## src/rtl/core/osd_pkg.sv

```systemverilog
package osd_pkg;

   localparam int COUNT_BITS = 32;
   localparam int HASH_BITS = 64;
   localparam int BYTE_BITS = 8;
   localparam int TOTAL_BITS = 32;
   localparam int SEC_BITS = 17;
   localparam int STEP_BITS = 3;

   localparam logic [HASH_BITS-1:0] FNV_BASIS = 64'hCBF29CE484222325;

   typedef enum logic [1:0] {
      CMD_NAME   = 2'd0,
      CMD_WORD   = 2'd1,
      CMD_END    = 2'd2,
      CMD_FINISH = 2'd3
   } cmd_type;

   typedef enum logic [2:0] {
      ST_IDLE,
      ST_WORD,
      ST_CNT,
      ST_SEC,
      ST_EMIT
   } state_type;

   typedef struct packed {
      logic load_acc;
      logic load_word;
      logic step;
      logic use_ext;
   } fold_ctl_type;

   // One FNV-1a byte step. The prime is 2^40 + 0x1B3, so the product is a sum of shifts.
   function automatic logic [HASH_BITS-1:0] fnv_fold(input logic [HASH_BITS-1:0] h,
                                                     input logic [BYTE_BITS-1:0] b);
      logic [HASH_BITS-1:0] x;
      x = h ^ {{(HASH_BITS-BYTE_BITS){1'b0}}, b};
      return (x << 40) + (x << 8) + (x << 7) + (x << 5) + (x << 4) + (x << 1) + x;
   endfunction

endpackage

```

## src/rtl/core/osd_fold.sv

```systemverilog
module osd_fold
   import osd_pkg::*;
(
   input  logic                 clock,
   input  logic                 reset,
   input  fold_ctl_type         ctl,
   input  logic [HASH_BITS-1:0] acc_din,
   input  logic [HASH_BITS-1:0] word_din,
   input  logic [BYTE_BITS-1:0] ext_byte,
   output logic [HASH_BITS-1:0] acc_q
);

   logic [HASH_BITS-1:0] acc_ff, acc_in;
   logic [HASH_BITS-1:0] sh_ff, sh_in;
   logic [BYTE_BITS-1:0] byte_sel;

   assign byte_sel = ctl.use_ext ? ext_byte : sh_ff[BYTE_BITS-1:0];

   always_comb begin
      if (ctl.load_acc) begin
         acc_in = acc_din;
      end else if (ctl.step) begin
         acc_in = fnv_fold(acc_ff, byte_sel);
      end else begin
         acc_in = acc_ff;
      end
   end

   // A load takes priority; the step in the same cycle still uses the old low byte.
   always_comb begin
      if (ctl.load_word) begin
         sh_in = word_din;
      end else if (ctl.step) begin
         sh_in = sh_ff >> BYTE_BITS;
      end else begin
         sh_in = sh_ff;
      end
   end

   always_ff @(posedge clock) begin
      if (reset) begin
         acc_ff <= FNV_BASIS;
      end else begin
         acc_ff <= acc_in;
      end
   end

   always_ff @(posedge clock) begin
      sh_ff <= sh_in;
   end

   assign acc_q = acc_ff;

endmodule

```

## src/rtl/core/order_independent_state_digest_unit.sv

```systemverilog
// Order-independent record digest built on 64-bit FNV-1a.
// Requests arrive on the req_ channel (valid/ready) with a command and its operands:
// a name byte, a 64-bit value word, end of record, or finish. Only finish produces
// a result on the rsp_ channel (valid/ready): the digest and the record total.
// A name byte and an end of record leave the block idle, so the next request can be
// accepted in the following cycle. A value word is folded one byte per cycle through
// a shift register and a single FNV byte-fold unit, so no new request is accepted until
// all eight bytes are folded. Finish folds the count and then the seconds of the day,
// 8 bytes each, through the same unit; the result is then written to the output
// register, which drives rsp_valid, rsp_digest and rsp_record_total directly.
// The result waits in an output register while new records are accepted; if a second
// finish completes before the first result is taken, the block holds until rsp_ready.
// Synchronous reset returns the record hash to the offset basis, clears the sum,
// the count and the output valid. Records not ended before finish are dropped.
module order_independent_state_digest_unit
   import osd_pkg::*;
(
   input  logic                  clock,
   input  logic                  reset,
   input  logic                  req_valid,
   output logic                  req_ready,
   input  logic [1:0]            req_cmd,
   input  logic [BYTE_BITS-1:0]  req_name_byte,
   input  logic [HASH_BITS-1:0]  req_word_in,
   input  logic [SEC_BITS-1:0]   req_seconds_of_day,
   output logic                  rsp_valid,
   input  logic                  rsp_ready,
   output logic [HASH_BITS-1:0]  rsp_digest,
   output logic [TOTAL_BITS-1:0] rsp_record_total
);

   state_type state_ff, state_in;
   logic [STEP_BITS-1:0] cnt_ff, cnt_in;
   logic [HASH_BITS-1:0] sum_ff, sum_in;
   logic [COUNT_BITS-1:0] count_ff, count_in;
   logic [SEC_BITS-1:0] sec_ff, sec_in;
   logic rsp_valid_ff, rsp_valid_in;
   logic [HASH_BITS-1:0] digest_ff, digest_in;
   logic [TOTAL_BITS-1:0] total_ff, total_in;

   fold_ctl_type ctl;
   logic [HASH_BITS-1:0] acc_din, word_din, acc_q;
   logic req_fire, last_step, emit_fire;
   cmd_type cmd;

   assign cmd = cmd_type'(req_cmd);
   assign req_ready = (state_ff == ST_IDLE);
   assign req_fire = req_valid && req_ready;
   assign last_step = (cnt_ff == {STEP_BITS{1'b1}});
   assign emit_fire = (state_ff == ST_EMIT) && (!rsp_valid_ff || rsp_ready);

   osd_fold u_fold (
      .clock    (clock),
      .reset    (reset),
      .ctl      (ctl),
      .acc_din  (acc_din),
      .word_din (word_din),
      .ext_byte (req_name_byte),
      .acc_q    (acc_q)
   );

   always_comb begin
      state_in = state_ff;
      case (state_ff)
         ST_IDLE: begin
            if (req_fire) begin
               case (cmd)
                  CMD_WORD:   state_in = ST_WORD;
                  CMD_FINISH: state_in = ST_CNT;
                  default:    state_in = ST_IDLE;
               endcase
            end
         end
         ST_WORD: if (last_step) state_in = ST_IDLE;
         ST_CNT:  if (last_step) state_in = ST_SEC;
         ST_SEC:  if (last_step) state_in = ST_EMIT;
         ST_EMIT: if (emit_fire) state_in = ST_IDLE;
         default: state_in = ST_IDLE;
      endcase
   end

   always_comb begin
      ctl = '0;
      acc_din = FNV_BASIS;
      word_din = req_word_in;
      sum_in = sum_ff;
      count_in = count_ff;
      sec_in = sec_ff;
      cnt_in = '0;
      case (state_ff)
         ST_IDLE: begin
            if (req_fire) begin
               case (cmd)
                  CMD_NAME: begin
                     ctl.step = 1'b1;
                     ctl.use_ext = 1'b1;
                  end
                  CMD_WORD: begin
                     ctl.load_word = 1'b1;
                  end
                  CMD_END: begin
                     ctl.load_acc = 1'b1;
                     sum_in = sum_ff + acc_q;
                     count_in = count_ff + COUNT_BITS'(1);
                  end
                  CMD_FINISH: begin
                     ctl.load_acc = 1'b1;
                     acc_din = sum_ff;
                     ctl.load_word = 1'b1;
                     word_din = HASH_BITS'(count_ff);
                     sec_in = req_seconds_of_day;
                  end
                  default: ;
               endcase
            end
         end
         ST_WORD, ST_SEC: begin
            ctl.step = 1'b1;
            cnt_in = cnt_ff + STEP_BITS'(1);
         end
         ST_CNT: begin
            ctl.step = 1'b1;
            cnt_in = cnt_ff + STEP_BITS'(1);
            if (last_step) begin
               ctl.load_word = 1'b1;
               word_din = HASH_BITS'(sec_ff);
            end
         end
         ST_EMIT: begin
            if (emit_fire) begin
               ctl.load_acc = 1'b1;
               sum_in = '0;
               count_in = '0;
            end
         end
         default: ;
      endcase
   end

   always_comb begin
      rsp_valid_in = rsp_valid_ff;
      digest_in = digest_ff;
      total_in = total_ff;
      if (emit_fire) begin
         rsp_valid_in = 1'b1;
         digest_in = acc_q;
         total_in = TOTAL_BITS'(count_ff);
      end else if (rsp_ready) begin
         rsp_valid_in = 1'b0;
      end
   end

   always_ff @(posedge clock) begin
      if (reset) begin
         state_ff <= ST_IDLE;
         cnt_ff <= '0;
         sum_ff <= '0;
         count_ff <= '0;
         rsp_valid_ff <= 1'b0;
      end else begin
         state_ff <= state_in;
         cnt_ff <= cnt_in;
         sum_ff <= sum_in;
         count_ff <= count_in;
         rsp_valid_ff <= rsp_valid_in;
      end
   end

   always_ff @(posedge clock) begin
      sec_ff <= sec_in;
      digest_ff <= digest_in;
      total_ff <= total_in;
   end

   assign rsp_valid = rsp_valid_ff;
   assign rsp_digest = digest_ff;
   assign rsp_record_total = total_ff;

endmodule

```

## config.mk

```make
export PLATFORM = sky130hd
export DESIGN_NAME = order_independent_state_digest_unit
export DESIGN_NICKNAME = d
export VERILOG_FILES = /design/src/rtl/core/osd_pkg.sv /design/src/rtl/core/osd_fold.sv /design/src/rtl/core/order_independent_state_digest_unit.sv
export SDC_FILE = /design/constraint.sdc
export NUM_CORES = 1
export LEC_CHECK = 0
export ABC_AREA = 1
export BUFFER_PORTS_ARGS = -buffer_cell sky130_fd_sc_hd__buf_2
export CAP_MARGIN = 15
export CORE_AREA = 2 2 260 262
export DETAILED_ROUTE_END_ITERATION = 10
export DIE_AREA = 0 0 262 264
export GPL_ROUTABILITY_DRIVEN = 0
export SLEW_MARGIN = 20
export SYNTH_ARGS = -nofsm -noshare
export SYNTH_HDL_FRONTEND = slang
export SYNTH_SLANG_ARGS = --single-unit
```

## constraint.sdc

```tcl
create_clock -name clock -period 12 [get_ports clock]
set_input_delay 1.8 -clock clock [delete_from_list [all_inputs] [get_ports clock]]
set_output_delay 1.8 -clock clock [all_outputs]
set_load 0.01 [all_outputs]
```

Yosys cells after proc, flatten, opt, wreduce, memory -nomap -nowiden
Cells that the tools add are included.
Storage, ports and cells
  bits in registers: 344
  bits in latches: 0
  bits in writable memories: 0
  memory bits (read-only): 0
  bits of input ports: 95
  output and inout bits: 98
  word-level logic and storage cells: 91
  memories kept: 0
Cells by class
  add/sub/neg operators: 9
  multipliers: 0
  div/mod/pow operators: 0
  $lt $le $gt $ge: 0
  eq/ne operators: 14
  shift operators: 0
  muxes and demuxes: 39
  bitwise logic cells: 2
  reduce and logical (&&, ||, !) cells: 17
Operators by type and width (count)
  64-bit two-way mux: 13
  64-bit adder: 7
  64-bit case mux with 2 select lines: 2
  32-bit two-way mux: 3
  32-bit case mux with 2 select lines: 1
  64-bit by 8-bit bitwise XOR with 64-bit output: 1
  32-bit by 1-bit adder with 32-bit output, second input constant: 1
  3-bit two-way mux: 5
  3-bit case mux with 5 select lines: 1
  8-bit two-way mux: 1
  2-bit != test, second input constant: 4
  2-bit nonzero test: 4
  1-bit two-way mux: 7
  3-bit by 2-bit equality test with 1-bit output, second input constant: 2
  3-bit equality test, second input constant: 2
  1-bit case mux with 2 select lines: 3
  2-bit OR reduction: 3
  5-bit AND reduction: 1
  2-bit equality test, second input constant: 2
  4-bit two-way mux: 1
  2-bit by 1-bit != test with 1-bit output, second input constant: 2
  2-bit case mux with 2 select lines: 1
  4-bit AND reduction: 1
  3-bit by 1-bit adder with 3-bit output, second input constant: 1
  other kinds (11): 12

Longest topological paths before layout
Gate-level depths: netlist of the first run.
  depth after elaboration: 15
  gate-level depth with buffers: 36
  gate-level depth less buffers: 36

By module
Synthesis of the first run repeated with hierarchy kept, for this count alone.
Unflattened totals
  cell total of the unflattened synthesis: 4612
  area, all modules: 32359.8 um^2
Modules (own cells, without submodules)
  osd_fold: instances 1, cells each 2354, area each 17673.2 um^2, sequential area each 3203.1 um^2
  order_independent_state_digest_unit: instances 1, cells each 2258, area each 14686.6 um^2, sequential area each 5455.2 um^2

Worst setup path after synthesis of the first run
No wires, ideal clock.
  kind: input-to-reg
  start: input req_valid
  end: register u_fold.acc_ff[37] (netlist: u_fold.acc_q[37])
  setup time: 0.133 ns
  arrival: 6.132 ns
  required time: 11.867 ns
  path slack: 5.734 ns
  stages: 32
  path buffers: 0
  cell sequence: inv_1 nor2_4 nand3_4 clkinv_2 nand2_1 nand2_1 xnor2_1 inv_1 ha_1 inv_1 xor2_1 fa_1 inv_1 ha_1 ha_1 ha_1 inv_1 fa_1 inv_1 nand3_1 nand3_1 nand2_1 nand2_1 inv_1 o21ai_0 nand2_1 nand2_1 nand2_1 nand3_1 nand2_1 nand2_1 nand3_1
Between the ends
  longest elaborated chain between the ends: 13
  elaborated cells between the ends (all ways): 18
  those cells by class: 6 x add/sub; 9 x mux; 1 x bitwise; 2 x reduce/logical
RTL lines
  from (decl): line order_independent_state_digest_unit.sv:20  | input logic req_valid,
  1-bit logical AND *: line order_independent_state_digest_unit.sv:48  | assign req_fire = req_valid && req_ready;
  4-bit two-way mux: line order_independent_state_digest_unit.sv:92  | if (req_fire) begin
  1-bit two-way mux: line order_independent_state_digest_unit.sv:90  | case (state_ff)
  8-bit two-way mux: line osd_fold.sv:17  | assign byte_sel = ctl.use_ext ? ext_byte : sh_ff[BYTE_BITS-1:0];
  64-bit by 8-bit bitwise XOR with 64-bit output: line osd_pkg.sv:38  | x = h ^ {{(HASH_BITS-BYTE_BITS){1'b0}}, b};
  64-bit adder (6 in a row): line osd_pkg.sv:39  | return (x << 40) + (x << 8) + (x << 7) + (x << 5) + (x << 4) + (x << 1) + x;
  64-bit two-way mux: line osd_fold.sv:22  | end else if (ctl.step) begin
  64-bit two-way mux: line osd_fold.sv:20  | if (ctl.load_acc) begin
  to (signal assigned): line osd_fold.sv:44  | acc_ff <= acc_in;
  to (decl): line osd_fold.sv:13  | logic [HASH_BITS-1:0] acc_ff, acc_in;
Mark *: on every way between the ends. The rest lies on a longest branch, timed or not. The select of a mux whose other input is x is not followed.
A chain may end at the register's enable or synchronous reset.

Final worst setup path of the first run
  start: input req_valid
  end: register u_fold.acc_ff[56] (netlist: u_fold.acc_q[56])
The elaborated chain is that of the path after synthesis.

==> results of run 1 <==
## sequential cells by signal, summed over array words and instances, names as in the netlist
name	count
u_fold.sh_ff	64
sec_ff	17
count_ff	32
rsp_digest	64
state_ff	3
u_fold.acc_q	64
sum_ff	64
rsp_valid	1
cnt_ff	3
rsp_record_total	32
## layer usage
layer / global-route usage / up-vias
met1: 0.451 / 13406
met3: 0.0462 / 195
met2: 0.449 / 1111
met5: 0 / -
li1: - / 13848
met4: 0.123 / 0
## Yosys cell counts (2+ instances only)
cell type	count
nand3b_1	18
o221ai_1	3
nor4_1	6
buf_2	21
nand3_1	195
nand2_1	1251
o21ai_0	225
nor3_1	46
nand4_1	38
or2_2	5
a41oi_1	2
o21bai_1	29
and3_1	3
a31oi_1	4
nand2_2	8
a21oi_1	351
clkbuf_1	58
xor2_1	31
xnor2_1	11
fa_1	241
a221oi_1	13
a211oi_1	4
a21boi_0	2
xor2_2	4
nor2_2	4
ha_1	172
edfxtp_1	177
a21o_1	2
inv_1	885
dfxtp_1	167
buf_1	5
o211ai_1	2
o21a_1	8
nor2_1	291
inv_2	8
nor2_4	3
xor2_4	2
## worst max-delay path: cells and delay by family
kind	cells	cell delay (ns)
simple gates	17	2.32
xor+xnor	1	0.31
fa+ha+maj	5	2.36
buf+inv	6	0.69
## how the worst max path moves through the flow
stage,end,slack [ns],cells after the start
4_1_cts,u_fold.acc_q[56]$_SDFFE_PP1P_,5.16,29
3_3_place_gp,u_fold.acc_q[56]$_SDFFE_PP1P_,4.53,29
5_1_grt,u_fold.acc_q[56]$_SDFFE_PP1P_,4.73,29
2_1_floorplan,u_fold.acc_q[37]$_SDFFE_PP1P_,5.73,32
6_report,u_fold.acc_q[56]$_SDFFE_PP1P_,5.05,29
3_5_place_dp,u_fold.acc_q[56]$_SDFFE_PP1P_,4.54,29
## stage by stage
step | hold WS [ns] | std cells
final | 0.421 | 5392
after global routing | 0.462 | 5392
after CTS | 0.422 | 5391
after detailed placement | 0.413 | 5312
after global placement | 0.415 | 5312
after floorplan | 0.399 | 4310
## cell type report
class,instances,share of cell area
diodes,1,0.0000728
well taps,873,0.0318
clock inverters,29,0.0111
flip-flops and latches,344,0.252
clock buffers,50,0.0330
inverters,894,0.0977
multi-input cells,2988,0.542
repair buffers,213,0.0326
## cells by family (layout without fill, tap and decap cells)
family                     count (synthesis)  count (layout)
and+or+nand+nor                         1876            1876
xor gates and xnor gates                  49              49
DFF                                      344             344
buffers and inverters                    978            1186
AOI/OAI and AO/OA                        650             650
other                                      0               1
adders and majority gates                413             413
==> metrics.txt, run 1 <==
# TYPE chip_impl_metric gauge
chip_impl_info{name="run_status",value="complete, no violations"} 1
chip_impl_info{name="grt_setup_unrepaired",value="no"} 1
chip_impl_metric{name="fin_nets",unit=""} 4992
chip_impl_metric{name="synth_async_sr_flop_share",unit=""} 0
chip_impl_metric{name="global_route_wire_length_before_repair",unit="mm"} 160
chip_impl_metric{name="worstMarginPinSlew",unit="ns"} 1.10
chip_impl_metric{name="min_period_over_period",unit=""} 0.579
chip_impl_metric{name="slew_headroom",unit=""} 0.262
chip_impl_metric{name="detail_route.iter0.violations",unit=""} 2929
chip_impl_info{name="mostFrequentLayoutCells",value="1249 x nand2_1, 882 x inv_1, 351 x a21oi_1, 291 x nor2_1, 241 x fa_1"} 1
chip_impl_metric{name="min_delay_path_depth",unit=""} 1
chip_impl_metric{name="fillCellCount",unit=""} 6733
chip_impl_metric{name="core",unit="sq um"} 66600
chip_impl_info{name="synth_top_cells_by_area",value="edfxtp_1 17%, fa_1 16%, nand2_1 15%"} 1
chip_impl_metric{name="maxSlewViolCount",unit=""} 0
chip_impl_metric{name="cts_hold_buf",unit=""} 0
chip_impl_metric{name="fraction_of_final_layout_cells_sized_beyond_drive_strength_1",unit=""} 0.0726
chip_impl_info{name="rr_endpoint",value="u_fold.acc_q[56]$_SDFFE_PP1P_"} 1
chip_impl_metric{name="die_width",unit="microns"} 262
chip_impl_metric{name="number_of_enable_type_register_cells_in_the_synthesized_netlist",unit=""} 177
chip_impl_info{name="critical-path-slowest-cell",value="fa_1"} 1
chip_impl_metric{name="multi_input_combinational_cell_area",unit="sq um"} 18600
chip_impl_metric{name="synthesis.nets",unit=""} 4818
chip_impl_metric{name="route.detailed.wl_per_inst",unit="microns"} 19.5
chip_impl_metric{name="cts_setup_buffers",unit=""} 0
chip_impl_metric{name="routedLengthMet1",unit="mm"} 46.8
chip_impl_info{name="critical_path.reg2reg.startpoint",value="state_ff[1]$_SDFFE_PP0P_"} 1
chip_impl_metric{name="grt_pass1_vias",unit=""} 27486
chip_impl_metric{name="final_util",unit=""} 0.516
chip_impl_metric{name="cts_max_path_buffers",unit=""} 3
chip_impl_metric{name="finalWorstPathRequiredPeriod",unit="ns"} 6.95
chip_impl_metric{name="synth-seq-area-share",unit=""} 0.280
chip_impl_metric{name="clock-sinks",unit=""} 344
chip_impl_metric{name="final-setup-viol-count",unit=""} 0
chip_impl_metric{name="floorplan.die_area",unit="sq um"} 69200
chip_impl_metric{name="overflow",unit=""} 0
chip_impl_info{name="critical_path.startpoint_type",value="input pin"} 1
chip_impl_metric{name="register_to_register_path_depth",unit=""} 29
chip_impl_info{name="holdCritStartpoint",value="cnt_ff[0]$_SDFF_PP0_"} 1
chip_impl_metric{name="vias",unit=""} 28560
chip_impl_info{name="holdPathEnd",value="cnt_ff[0]$_SDFF_PP0_"} 1
chip_impl_info{name="layout.cells.most_common",value="nand2_1"} 1
chip_impl_metric{name="start_util",unit=""} 0.465
chip_impl_metric{name="portBuffers",unit=""} 192
chip_impl_metric{name="rrSetupSlack",unit="ns"} 5.78
chip_impl_metric{name="hold_violations",unit=""} 0
chip_impl_metric{name="grt_start_max_net_pins",unit=""} 79
chip_impl_metric{name="drt_pass1_iterations",unit=""} 9
chip_impl_metric{name="number_of_instances_in_the_synthesized_netlist",unit=""} 4310
chip_impl_metric{name="post-route-drc-count",unit=""} 0
chip_impl_metric{name="critPathRequiredTime",unit="ns"} 12.55
chip_impl_metric{name="floorplan.io_pins",unit=""} 193
chip_impl_info{name="top_layer_used",value="met4"} 1
chip_impl_metric{name="final-seq-area",unit="sq um"} 8660
chip_impl_metric{name="area.growth.synth_to_final",unit="%"} 11.0
chip_impl_metric{name="synth.distinct_cells",unit=""} 52
chip_impl_metric{name="fin_setup_tns",unit="ns"} 0
chip_impl_info{name="synthDominantAreaCellType",value="edfxtp_1"} 1
chip_impl_metric{name="critical_path_arrival",unit="ns"} 7.50
chip_impl_info{name="tritoncts_clock_tree",value="built"} 1
chip_impl_info{name="crit_type",value="in2reg"} 1
chip_impl_metric{name="wl_met3",unit="mm"} 9.30
chip_impl_metric{name="preCtsSetupSlack",unit="ns"} 4.54
chip_impl_metric{name="wirelength",unit="mm"} 105
chip_impl_info{name="timing.critical_path.mode_cell",value="nand2_1"} 1
chip_impl_metric{name="htreeDepth",unit=""} 2
chip_impl_metric{name="dpl_cell_area",unit="sq um"} 32800
chip_impl_metric{name="synth-simple-area-share",unit=""} 0.247
chip_impl_metric{name="cts_made_buffers",unit=""} 43
chip_impl_metric{name="aggregate_global_route_resource_usage",unit=""} 0.307
chip_impl_metric{name="top_cell_type_s_share_of_synthesized_area",unit=""} 0.172
chip_impl_metric{name="dp.final_hpwl",unit="mm"} 84.3
chip_impl_metric{name="clock_insertion_delay_worst_skew",unit="ns"} 0.61
chip_impl_metric{name="synthesis.yosys.warnings",unit=""} 0
chip_impl_metric{name="worstPathMaxFanout",unit=""} 10
chip_impl_metric{name="ys_seq_elements",unit=""} 344
chip_impl_metric{name="cts.clk_slew.worst_paths",unit="ns"} 0.06
chip_impl_metric{name="final_antenna_net_count",unit=""} 0
chip_impl_metric{name="clock_skew",unit="ns"} 0.0221
chip_impl_metric{name="antenna_violations_before_repair",unit=""} 1
chip_impl_metric{name="synthesis.area",unit="sq um"} 31000
chip_impl_metric{name="max_freq",unit="MHz"} 144
chip_impl_metric{name="post_synthesis_compound_gate_area_fraction",unit=""} 0.112
chip_impl_metric{name="vias_per_cell",unit=""} 5.30
chip_impl_metric{name="fin_ws",unit="ns"} 5.05
chip_impl_metric{name="slowest_delay",unit="ns"} 0.58
chip_impl_metric{name="synth_fa_ha_area_frac",unit=""} 0.225
chip_impl_metric{name="synth_xor_xnor_area_share",unit=""} 0.0167
chip_impl_info{name="synth_top_family_by_area",value="simple AND/OR/NAND/NOR gates"} 1
chip_impl_info{name="commonest_register_cell_after_synthesis",value="edfxtp_1"} 1
chip_impl_metric{name="cts-resized-gates",unit=""} 0
chip_impl_info{name="ctsRootBufferMaster",value="clkbuf_16"} 1
chip_impl_metric{name="post_synth.cell_area_avg",unit="sq um"} 7.18
chip_impl_metric{name="die_height",unit="microns"} 264
chip_impl_metric{name="wl_met2",unit="mm"} 44.2
chip_impl_info{name="holdCritPathClass",value="reg2reg"} 1
chip_impl_info{name="setup.worst_path.end_class",value="flop"} 1
chip_impl_metric{name="final_design_instance_area_without_fill",unit="sq um"} 34400
chip_impl_metric{name="max-cap-violations",unit=""} 0
chip_impl_metric{name="muxShareOfSynthArea",unit=""} 0
chip_impl_metric{name="std_cell_rows",unit=""} 95
chip_impl_info{name="worst_setup_path_startpoint",value="req_valid"} 1
Power of run 1 is not shown: default switching activity piles up to over one toggle a cycle in this logic, so the estimate is an artifact.
==> inputs of run 2 (changes only) <==
- PLACE_DENSITY: not set -> 0.66
- clock period: 12 -> 5.9 ns (I/O delays scaled with it)
==> run 2 against run 1 <==
  * Register-to-register slack got worse by 5.5 ns
  * Cell area increased by 1.4%
  * Via count increased by 2.6%
  * Core utilization increased by 0.71 points
  * Die area unchanged
  * Cell count increased by 1.2%
  * Sequential share of layout area decreased by 0.34 points
  * Hold slack improved by 0.0012 ns
  * Clock-buffer cell count increased by 12
  * First-iteration DRC count increased by 19%
  * Critical path type is now reg2reg
  * Critical endpoint is now u_fold.acc_q[53]$_SDFFE_PP1P_
==> metrics.txt, run 2 (same netlist as run 1, synthesis figures left out) <==
# TYPE chip_impl_metric gauge
chip_impl_metric{name="final_design_instance_area_without_fill",unit="sq um"} 34800
chip_impl_metric{name="die_height",unit="microns"} 264
chip_impl_metric{name="clock-sinks",unit=""} 344
chip_impl_metric{name="cts-resized-gates",unit=""} 0
chip_impl_info{name="holdCritPathClass",value="reg2reg"} 1
chip_impl_metric{name="aggregate_global_route_resource_usage",unit=""} 0.303
chip_impl_metric{name="clock_skew",unit="ns"} 0.0407
chip_impl_metric{name="core",unit="sq um"} 66600
chip_impl_metric{name="dp.final_hpwl",unit="mm"} 83.0
chip_impl_metric{name="antenna_violations_before_repair",unit=""} 3
chip_impl_metric{name="cts_max_path_buffers",unit=""} 3
chip_impl_metric{name="cts.clk_slew.worst_paths",unit="ns"} 0.06
chip_impl_metric{name="dpl_cell_area",unit="sq um"} 33300
chip_impl_metric{name="route.detailed.wl_per_inst",unit="microns"} 19.1
chip_impl_metric{name="cts_hold_buf",unit=""} 0
chip_impl_metric{name="vias",unit=""} 29308
chip_impl_metric{name="htreeDepth",unit=""} 2
chip_impl_metric{name="min_period_over_period",unit=""} 0.960
chip_impl_metric{name="die_width",unit="microns"} 262
chip_impl_info{name="mostFrequentLayoutCells",value="1250 x nand2_1, 882 x inv_1, 351 x a21oi_1, 284 x nor2_1, 241 x fa_1"} 1
chip_impl_metric{name="fraction_of_final_layout_cells_sized_beyond_drive_strength_1",unit=""} 0.0862
chip_impl_metric{name="critical_path_arrival",unit="ns"} 6.13
chip_impl_metric{name="overflow",unit=""} 0
chip_impl_metric{name="clock_insertion_delay_worst_skew",unit="ns"} 0.61
chip_impl_metric{name="vias_per_cell",unit=""} 5.37
chip_impl_metric{name="hold_violations",unit=""} 0
chip_impl_metric{name="maxSlewViolCount",unit=""} 0
chip_impl_metric{name="grt_pass1_vias",unit=""} 27879
chip_impl_metric{name="std_cell_rows",unit=""} 95
chip_impl_metric{name="critPathRequiredTime",unit="ns"} 6.37
chip_impl_metric{name="final_antenna_net_count",unit=""} 0
chip_impl_info{name="crit_type",value="reg2reg"} 1
chip_impl_metric{name="fin_worst_hold_slack",unit="ns"} 0.422
chip_impl_metric{name="register_to_register_path_depth",unit=""} 27
chip_impl_metric{name="slew_headroom",unit=""} 0.339
chip_impl_info{name="layout.cells.most_common",value="nand2_1"} 1
chip_impl_metric{name="fin_ws",unit="ns"} 0.236
chip_impl_metric{name="start_util",unit=""} 0.465
chip_impl_metric{name="final_util",unit=""} 0.523
chip_impl_metric{name="floorplan.io_pins",unit=""} 193
chip_impl_metric{name="worstPathMaxFanout",unit=""} 10
chip_impl_metric{name="portBuffers",unit=""} 192
chip_impl_info{name="critical_path.startpoint_type",value="flop"} 1
chip_impl_metric{name="finalWorstPathRequiredPeriod",unit="ns"} 5.66
chip_impl_metric{name="min_delay_path_depth",unit=""} 1
chip_impl_metric{name="worstMarginPinSlew",unit="ns"} 0.991
chip_impl_metric{name="final-setup-viol-count",unit=""} 0
chip_impl_metric{name="floorplan.die_area",unit="sq um"} 69200
chip_impl_info{name="ctsRootBufferMaster",value="clkbuf_16"} 1
chip_impl_metric{name="preCtsSetupSlack",unit="ns"} -0.0459
chip_impl_metric{name="area.growth.synth_to_final",unit="%"} 12.5
chip_impl_metric{name="wirelength",unit="mm"} 104
chip_impl_metric{name="global_route_wire_length_before_repair",unit="mm"} 160
chip_impl_info{name="grt_setup_unrepaired",value="no"} 1
chip_impl_metric{name="cts_setup_buffers",unit=""} 0
chip_impl_metric{name="grt_start_max_net_pins",unit=""} 78
chip_impl_info{name="run_status",value="complete, no violations"} 1
chip_impl_metric{name="detail_route.iter0.violations",unit=""} 3471
chip_impl_metric{name="cts_made_buffers",unit=""} 44
chip_impl_metric{name="max_freq",unit="MHz"} 177
chip_impl_info{name="tritoncts_clock_tree",value="built"} 1
chip_impl_metric{name="post-route-drc-count",unit=""} 0
chip_impl_info{name="setup.worst_path.end_class",value="flop"} 1
chip_impl_metric{name="drt_pass1_iterations",unit=""} 8
chip_impl_metric{name="max-cap-violations",unit=""} 0
chip_impl_metric{name="fin_nets",unit=""} 5053
[run 2: metal layers]
| metal | part of all wire | wire length [microns] | vias up | track usage |
|---|---|---|---|---|
| met2 | 0.43 | 45100 | 1271 | 0.455 |
| met4 | 0.050 | 5260 | 0 | 0.134 |
| met3 | 0.092 | 9580 | 248 | 0.0462 |
| met1 | 0.42 | 44200 | 13807 | 0.430 |
| li1 | - | - | 13982 | - |
| met5 | 0 | 0 | - | 0 |
[run 2: final timing paths]
check	start	end	slack, ns
setup reg to reg	state_ff[1]$_SDFFE_PP0P_	u_fold.acc_q[53]$_SDFFE_PP1P_	0.24
hold / removal	cnt_ff[0]$_SDFF_PP0_	cnt_ff[0]$_SDFF_PP0_	0.42
setup / recovery	state_ff[1]$_SDFFE_PP0P_	u_fold.acc_q[53]$_SDFFE_PP1P_	0.24
hold reg to reg	cnt_ff[0]$_SDFF_PP0_	cnt_ff[0]$_SDFF_PP0_	0.42
[run 2: area by class of cell]
class	instances	area, sq um
antenna	3	7.51
inverter	894	3360
clock inverter	20	278
clock buffer	62	1220
timing repair buffer	273	1580
multi-input combinational	2988	18600
fill	6580	31700
sequential	344	8660
tap	873	1090
[run 2: stage by stage]
step | cells | TNS [ns]
floorplan | 4310 | 0
global placement | 5372 | 0
detailed placement | 5372 | -0.0867
CTS | 5454 | 0
global route | 5457 | 0
finish | 5457 | 0
[run 2: worst max-delay path, stage by stage, from the launching register on]
cell and delay, ns:
dfxtp_1 0.36, nor2_4 0.19, nand2_4 0.09, nor2_4 0.15, nand3_4 0.15, clkinv_2 0.14, nand2_1 0.06, nand2_1 0.14
xor2_1 0.18, buf_4 0.21, fa_1 0.43, inv_1 0.10, fa_1 0.43, fa_1 0.41, fa_1 0.51, inv_1 0.04
ha_1 0.43, nand2_1 0.15, nor2_1 0.20, inv_1 0.11, nor2_1 0.19, nand2_1 0.14, nor3_1 0.18, nand2_1 0.12
nand3_1 0.12, nor2_1 0.04, o21ai_0 0.15, nand2_1 0.07
Power of run 2 is left out for the same reason.
